## src/rtl/core/adtsfs_pkg.sv

```systemverilog
// Package for the ADTS frame splitter: phase encoding, result word type
// and header constants. No dependencies.
`timescale 1ns / 1ps
`default_nettype none
package adtsfs_pkg;

  typedef enum logic [1:0] {
    PH_HUNT    = 2'd0,
    PH_HEADER  = 2'd1,
    PH_PAYLOAD = 2'd2
  } phase_t;

  localparam logic [7:0]  SYNC_BYTE    = 8'hFF;
  localparam logic [3:0]  SYNC_NIBBLE  = 4'hF;
  localparam logic [3:0]  HDR_LEN_PLAIN = 4'd7;
  localparam logic [3:0]  HDR_LEN_CRC   = 4'd9;
  localparam logic [3:0]  HC_SYNC_SEEN  = 4'd1;
  localparam logic [3:0]  HC_PROFILE    = 4'd2;
  localparam logic [3:0]  HC_CHAN       = 4'd3;
  localparam logic [3:0]  HC_LEN_MID    = 4'd4;
  localparam logic [3:0]  HC_LEN_LOW    = 4'd5;

  typedef struct packed {
    logic [7:0] payload_byte;
    logic       first_of_frame;
    logic       last_of_frame;
    logic [1:0] profile;
    logic [3:0] rate_index;
    logic [2:0] channels;
    logic       bad_length;
  } res_t;

endpackage
`default_nettype wire

```

## src/rtl/core/adts_frame_splitter_core.sv

```systemverilog
// ADTS frame splitter top level: input handshake, parser, output register
// with skid word. Depends on adtsfs_pkg and adtsfs_parser.
//
// Usage:
//   Input channel in_valid/in_stall/in_byte carries the ADTS byte stream,
//   one word per clock while in_stall is low. The block hunts for the
//   0xFFF sync, takes the 7 or 9 byte header, then sends each payload
//   byte on the out_ channel tagged with profile, rate index, channel
//   config and first/last marks. A frame length shorter than its header
//   gives one word with out_bad_length set. A result word is registered
//   in the output register, or in the skid word if the receiver stalls.
//   Throughput: one byte per clock while in_stall is low, set by the single
//   registered parse step and the output register.
//   Stall: if the receiver stalls, one further result goes into a skid
//   word; in_stall is high exactly while that skid word is occupied.
//   Reset (rst_n low, synchronous): the block hunts for sync, held header
//   fields clear, and both output words are empty.
`timescale 1ns / 1ps
`default_nettype none
module adts_frame_splitter_core (
  input  wire        clk,
  input  wire        rst_n,
  input  wire        in_valid,
  output logic       in_stall,
  input  wire [7:0]  in_byte,
  output logic       out_valid,
  input  wire        out_stall,
  output logic [7:0] out_payload_byte,
  output logic       out_first_of_frame,
  output logic       out_last_of_frame,
  output logic [1:0] out_profile,
  output logic [3:0] out_rate_index,
  output logic [2:0] out_channels,
  output logic       out_bad_length
);
  import adtsfs_pkg::*;

  logic take;
  logic res_valid;
  res_t res;

  logic out_v_r, out_v_nxt;
  res_t out_d_r, out_d_nxt;
  logic skid_v_r, skid_v_nxt;
  res_t skid_d_r, skid_d_nxt;

  assign in_stall = skid_v_r;
  assign take     = in_valid && !skid_v_r;

  adtsfs_parser u_parser (
    .clk       (clk),
    .rst_n     (rst_n),
    .take      (take),
    .in_byte   (in_byte),
    .res_valid (res_valid),
    .res       (res)
  );

  always_comb begin
    out_v_nxt  = out_v_r;
    out_d_nxt  = out_d_r;
    skid_v_nxt = skid_v_r;
    skid_d_nxt = skid_d_r;
    if (!out_v_r || !out_stall) begin
      if (skid_v_r) begin
        out_v_nxt  = 1'b1;
        out_d_nxt  = skid_d_r;
        skid_v_nxt = 1'b0;
      end else begin
        out_v_nxt = res_valid;
        out_d_nxt = res;
      end
    end else if (res_valid) begin
      skid_v_nxt = 1'b1;
      skid_d_nxt = res;
    end
  end

  always_ff @(posedge clk) begin
    if (!rst_n) begin
      out_v_r  <= 1'b0;
      skid_v_r <= 1'b0;
    end else begin
      out_v_r  <= out_v_nxt;
      skid_v_r <= skid_v_nxt;
    end
    out_d_r  <= out_d_nxt;
    skid_d_r <= skid_d_nxt;
  end

  assign out_valid          = out_v_r;
  assign out_payload_byte   = out_d_r.payload_byte;
  assign out_first_of_frame = out_d_r.first_of_frame;
  assign out_last_of_frame  = out_d_r.last_of_frame;
  assign out_profile        = out_d_r.profile;
  assign out_rate_index     = out_d_r.rate_index;
  assign out_channels       = out_d_r.channels;
  assign out_bad_length     = out_d_r.bad_length;

endmodule
`default_nettype wire

```

## src/rtl/core/adtsfs_parser.sv

```systemverilog
// ADTS header parser and payload tagger: frame state and one result word
// per accepted payload byte or too-short frame length. Depends on adtsfs_pkg.
`timescale 1ns / 1ps
`default_nettype none
module adtsfs_parser (
  input  wire                 clk,
  input  wire                 rst_n,
  input  wire                 take,
  input  wire [7:0]           in_byte,
  output logic                res_valid,
  output adtsfs_pkg::res_t    res
);
  import adtsfs_pkg::*;

  phase_t      phase_r, phase_nxt;
  logic [3:0]  hc_r, hc_nxt;
  logic [1:0]  prof_r, prof_nxt;
  logic [3:0]  rate_r, rate_nxt;
  logic [2:0]  chan_r, chan_nxt;
  logic        crc_r, crc_nxt;
  logic [12:0] flen_r, flen_nxt;
  logic [12:0] left_r, left_nxt;
  logic        firstp_r, firstp_nxt;

  logic [3:0]  hc_inc;
  logic [3:0]  hlen;
  logic        hdr_done;
  logic        short_len;
  logic        empty_len;
  logic        left_zero;
  logic        left_one;
  logic [12:0] left_dec;

  assign hc_inc    = hc_r + 4'd1;
  assign hlen      = crc_r ? HDR_LEN_CRC : HDR_LEN_PLAIN;
  assign hdr_done  = (hc_inc >= hlen);
  assign short_len = (flen_nxt < {9'd0, hlen});
  assign empty_len = (flen_nxt == {9'd0, hlen});
  assign left_zero = (left_r == 13'd0);
  assign left_one  = (left_r == 13'd1);
  assign left_dec  = left_r - 13'd1;

  // next state
  always_comb begin
    phase_nxt  = phase_r;
    hc_nxt     = hc_r;
    prof_nxt   = prof_r;
    rate_nxt   = rate_r;
    chan_nxt   = chan_r;
    crc_nxt    = crc_r;
    flen_nxt   = flen_r;
    left_nxt   = left_r;
    firstp_nxt = firstp_r;
    case (phase_r)
      PH_HEADER: begin
        case (hc_r)
          HC_PROFILE: begin
            prof_nxt = in_byte[7:6];
            rate_nxt = in_byte[5:2];
            chan_nxt = {in_byte[0], 2'b00};
          end
          HC_CHAN: begin
            chan_nxt = {chan_r[2], in_byte[7:6]};
            flen_nxt = {in_byte[1:0], 11'd0};
          end
          HC_LEN_MID: flen_nxt = {flen_r[12:11], in_byte, 3'd0};
          HC_LEN_LOW: flen_nxt = {flen_r[12:3], in_byte[7:5]};
          default: ;
        endcase
        hc_nxt = hc_inc;
        if (hdr_done) begin
          hc_nxt = 4'd0;
          if (short_len || empty_len) begin
            phase_nxt = PH_HUNT;
          end else begin
            left_nxt   = flen_nxt - {9'd0, hlen};
            firstp_nxt = 1'b1;
            phase_nxt  = PH_PAYLOAD;
          end
        end
      end
      PH_PAYLOAD: begin
        if (left_zero) begin
          phase_nxt = PH_HUNT;
          hc_nxt    = (in_byte == SYNC_BYTE) ? HC_SYNC_SEEN : 4'd0;
        end else begin
          firstp_nxt = 1'b0;
          left_nxt   = left_dec;
          if (left_one) begin
            phase_nxt = PH_HUNT;
            hc_nxt    = 4'd0;
          end
        end
      end
      default: begin
        phase_nxt = PH_HUNT;
        if (hc_r == HC_SYNC_SEEN && in_byte[7:4] == SYNC_NIBBLE) begin
          crc_nxt   = ~in_byte[0];
          hc_nxt    = HC_PROFILE;
          phase_nxt = PH_HEADER;
        end else begin
          hc_nxt = (in_byte == SYNC_BYTE) ? HC_SYNC_SEEN : 4'd0;
        end
      end
    endcase
  end

  // result word
  always_comb begin
    res_valid          = 1'b0;
    res.payload_byte   = in_byte;
    res.first_of_frame = firstp_r;
    res.last_of_frame  = left_one;
    res.profile        = prof_r;
    res.rate_index     = rate_r;
    res.channels       = chan_r;
    res.bad_length     = 1'b0;
    case (phase_r)
      PH_HEADER: begin
        if (hdr_done && short_len) begin
          res_valid          = take;
          res.payload_byte   = 8'd0;
          res.first_of_frame = 1'b0;
          res.last_of_frame  = 1'b1;
          res.bad_length     = 1'b1;
        end
      end
      PH_PAYLOAD: res_valid = take && !left_zero;
      default: ;
    endcase
  end

  always_ff @(posedge clk) begin
    if (!rst_n) begin
      phase_r  <= PH_HUNT;
      hc_r     <= 4'd0;
      prof_r   <= 2'd0;
      rate_r   <= 4'd0;
      chan_r   <= 3'd0;
      crc_r    <= 1'b0;
      flen_r   <= 13'd0;
      left_r   <= 13'd0;
      firstp_r <= 1'b0;
    end else if (take) begin
      phase_r  <= phase_nxt;
      hc_r     <= hc_nxt;
      prof_r   <= prof_nxt;
      rate_r   <= rate_nxt;
      chan_r   <= chan_nxt;
      crc_r    <= crc_nxt;
      flen_r   <= flen_nxt;
      left_r   <= left_nxt;
      firstp_r <= firstp_nxt;
    end
  end

endmodule
`default_nettype wire

```

## config.mk

```make
export PLATFORM = sky130hd
export DESIGN_NAME = adts_frame_splitter_core
export DESIGN_NICKNAME = d
export VERILOG_FILES = /design/src/rtl/core/adtsfs_pkg.sv /design/src/rtl/core/adts_frame_splitter_core.sv /design/src/rtl/core/adtsfs_parser.sv
export SDC_FILE = /design/constraint.sdc
export NUM_CORES = 1
export LEC_CHECK = 0
export BUFFER_PORTS_ARGS = -buffer_cell sky130_fd_sc_hd__buf_4
export CAP_MARGIN = 0
export CELL_PAD_IN_SITES_DETAIL_PLACEMENT = 1
export CELL_PAD_IN_SITES_GLOBAL_PLACEMENT = 1
export CORE_MARGIN = 2
export CORE_UTILIZATION = 26
export CTS_CLUSTER_SIZE = 10
export DETAILED_ROUTE_END_ITERATION = 10
export PLACE_DENSITY_LB_ADDON = 0.05
export SYNTH_ARGS = -nofsm -noshare
export SYNTH_HDL_FRONTEND = slang
export SYNTH_HIERARCHICAL = 1
export SYNTH_SLANG_ARGS = --single-unit
```

## constraint.sdc

```tcl
create_clock -name clk -period 9.78 [get_ports clk]
set_input_delay 0.978 -clock clk [delete_from_list [all_inputs] [get_ports clk]]
set_output_delay 0.978 -clock clk [all_outputs]
set_load 0.05 [all_outputs]
```

==> flow_summary_export.csv <==
group,metric,value,unit
logic_synthesis,yosys-mux-area-fraction,0.0708,
logic_synthesis,synth-seq-cells,85,
pwr,p_switching,177,uW
layout,area_growth,15.9,%
worst_setup_path,path_max_fanout,20,
cts,cts.clk_slew.worst_paths,70,ps
sta,worst_pin_slew,1040,ps
sta,timing.fmax,200,MHz
logic_synthesis,yosys.area_share.xor_xnor,0.0210,
worst_hold_path,hp-start,"u_parser/prof_r[1]$_SDFFE_PN0P_",
pwr,clkPwrFrac,0.470,
worst_setup_path,worstPathRequired,9750,ps
detailed_routing,drc,0,
global_routing,grt_pass1_vias,3663,
sta,post-route-min-period,5010,ps
worst_hold_path,min_path_type,"reg2reg",
worst_setup_path,critical_path.top_delay_family,"simple AND/OR/NAND/NOR gates",
worst_setup_path,cp_cell_sequence,"ha_1, nor3b_1, mux2i_1, nand3_1, or4_4, nor3_1, o21ai_1, a21oi_1, and3_1",
cts,cts_setup_buffers,0,
layout,finalNetCount,521,
layout,antenna_cells,0,
detailed_routing,wirelength,13700,um
global_routing,grt_max_degree,39,
cts,cts_hold_buf,0,
worst_setup_path,crit_type,"reg2reg",
sta,rsz0062_at_grt,"false",
worst_setup_path,max_stage_delay,890,ps
pwr,ir_drop,0.0783,mV
layout,fillCellCount,1982,
worst_setup_path,r2r_start,"u_parser/hc_r[0]$_SDFFE_PN0P_",
sta,max-slew-margin-rel,0.303,
logic_synthesis,yosys.area.top_type,"edfxtp_1",
logic_synthesis,synthFlopType,"dfxtp_1",
logic_synthesis,syn_nets,497,
cts,cts_root_buf,"clkbuf_16",
global_routing,grt_util_all_layers,0.157,
layout,multi_input_area,2290,um2
die,start_util,0.265,
sta,min_period_over_period,0.512,
pwr,p_sw_frac,0.234,
logic_synthesis,synth_top_area_frac,0.262,
cts,cts_buffers,9,
cts,clock_latency,360,ps
sta,skew,13.7,ps
logic_synthesis,synth_top_family_by_area,"simple AND/OR/NAND/NOR gates",
logic_synthesis,synth-edff-count,40,
cts,clk_path_buf_depth,2,
die,rows,48,
cts,cts.sinks,85,
logic_synthesis,synthAdderAreaFrac,0.0480,
place,port_buffers,33,
logic_synthesis,syn-cell-area,4590,um2
cts,tritoncts,"yes",
global_routing,antenna_found_initial,0,
sta,setup_viol,0,
layout,final_core_util,0.308,
worst_setup_path,worstSetupEndpointType,"flip-flop",
worst_setup_path,crit_path_top_delay_cell,"nor3b_1",
logic_synthesis,synth_top_cells_by_count,"dfxtp_1, nor2_1, edfxtp_1",
die,die_w,137,um
logic_synthesis,synth_compound_area_frac,0.177,
logic_synthesis,yosys_warnings,6,
logic_synthesis,synth-simple-area-share,0.181,
die,io_pins,34,
logic_synthesis,synth.avg_cell_area,9.81,um2
die,core,17300,um2
pwr,powerDensity,142,nW/um2
pwr,power_frac_comb,0.039,
worst_setup_path,critPathLaunch,"u_parser/hc_r[0]$_SDFFE_PN0P_",
job,maxCapViolCount,0,
global_routing,grt_pass1_wl,22000,um
detailed_routing,initialDrtViolationCount,154,
worst_setup_path,crit_buf_inv,0,
logic_synthesis,ys_seq_area_frac,0.458,
detailed_routing,dr.pass1.iters,4,
sta,finalSetupTns,0,ps
detailed_routing,drtAntennaViolNets,0,
detailed_routing,vias,3596,
die,die_h,137,um
detailed_routing,post_drt_wl_per_cell,18.9,um
pwr,intPower,581,uW
logic_synthesis,synth_cells,468,
logic_synthesis,yosysUniqueCellTypes,61,
cts,cts_resized,0,
cts,htreeDepth,3,
global_routing,grt_remaining_overflow,0,
sta,slew_viol_final,0,
logic_synthesis,synth_area_leaders,"edfxtp_1, dfxtp_1, mux2_2",
layout,drive_gt1_frac,0.171,
outcome,outcome,"complete, no violations",
detailed_routing,viasPerCell,4.98,
place,dp_hpwl,9760,um
die,die-area,18700,um2
worst_setup_path,start_kind,"flip-flop",
pwr,pwr-share-seq,0.491,
logic_synthesis,synth-async-reset-ratio,0,
worst_setup_path,cp.arrival,4980,ps
pwr,leakagePower,0.00210,uW
layout,regArea,2100,um2
sta,hold_violations,0,
place,place_congestion,0.729,
## logic make-up (layout without fill, tap and decap cells)
logic type,Yosys count,in the layout
AO/OA/AOI/OAI,123,123
buffers and inverters,41,70
flip-flops,85,85
XOR/XNOR,11,11
multiplexers,30,30
adder cells (fa/ha/maj),17,17
AND/OR/NAND/NOR,161,161
## layer usage
layer | routed length, um | part of all wire | track usage
met3 | 423 | 0.031 | 0.0326
met2 | 6410 | 0.47 | 0.258
met4 | 132 | 0.0097 | 0.0395
met5 | 0 | 0 | 0
met1 | 6680 | 0.49 | 0.212
## worst paths after layout
path                                          endpoint  slack, ps  cells after the start
worst min-delay path             skid_d_r[9]$_DFFE_PP_        460                      0
worst max register to register  skid_d_r[13]$_DFFE_PP_       4770                      9
worst min register to register   skid_d_r[9]$_DFFE_PP_        460                      0
worst max-delay path            skid_d_r[13]$_DFFE_PP_       4770                      9
## through the flow
step                      worst slack (ps)  power [uW]  hold slack (ps)  cells  instance area [um2]
final                                 4770         758              463    722                 5320
after global routing                  4310         789              477    722                 5320
after floorplan                       5810         396              420    468                 4590
after detailed placement              4720         410              451    706                 5020
after CTS                             4690         773              461    722                 5320
after global placement                4940         410              442    706                 5020
## area by class of cell
cell class | instances | share of cell area
Clock buffer | 10 | 0.0430
Clock inverter | 6 | 0.0134
Inverter | 15 | 0.0106
Multi-Input combinational cell | 342 | 0.430
Sequential cell | 85 | 0.395
Tap cell | 225 | 0.0529
Timing Repair Buffer | 39 | 0.0550
## power by group through the flow
stage | Clock (uW) | Combinational (uW) | Sequential (uW)
2_1_floorplan | 0 | 9.40 | 387
3_5_place_dp | 0 | 29.9 | 380
6_report | 356 | 29.6 | 372
4_1_cts | 370 | 30.1 | 372
5_1_grt | 384 | 32.2 | 372
3_3_place_gp | 0 | 30.1 | 380
## registers in the layout, summed over array words and instances (netlist names), 2 cells and up
signal,flops
skid_d_r,20
u_parser/flen_r,13
u_parser/left_r,13
out_payload_byte,8
out_rate_index,4
u_parser/hc_r,4
u_parser/rate_r,4
out_channels,3
u_parser/chan_r,3
out_profile,2
u_parser/phase_r,2
u_parser/prof_r,2
## cell usage in the layout (no fill, tap or decap), types with 6 or more instances in the layout
master,synthesis,layout
xnor2_1,6,6
nand2_1,37,37
a21o_1,7,7
clkbuf_16,0,9
and2_1,17,17
dfxtp_1,45,45
inv_1,14,13
o21ai_0,25,25
a21oi_1,32,32
nor3b_1,6,6
buf_4,1,39
nor3_1,9,9
o211ai_1,6,6
edfxtp_1,40,40
a211oi_1,15,15
nand3_1,11,11
ha_1,16,16
nor2_1,45,45
mux2_2,20,20
mux2i_1,10,10
No activity file was read; power rests on OpenSTA's default activity.
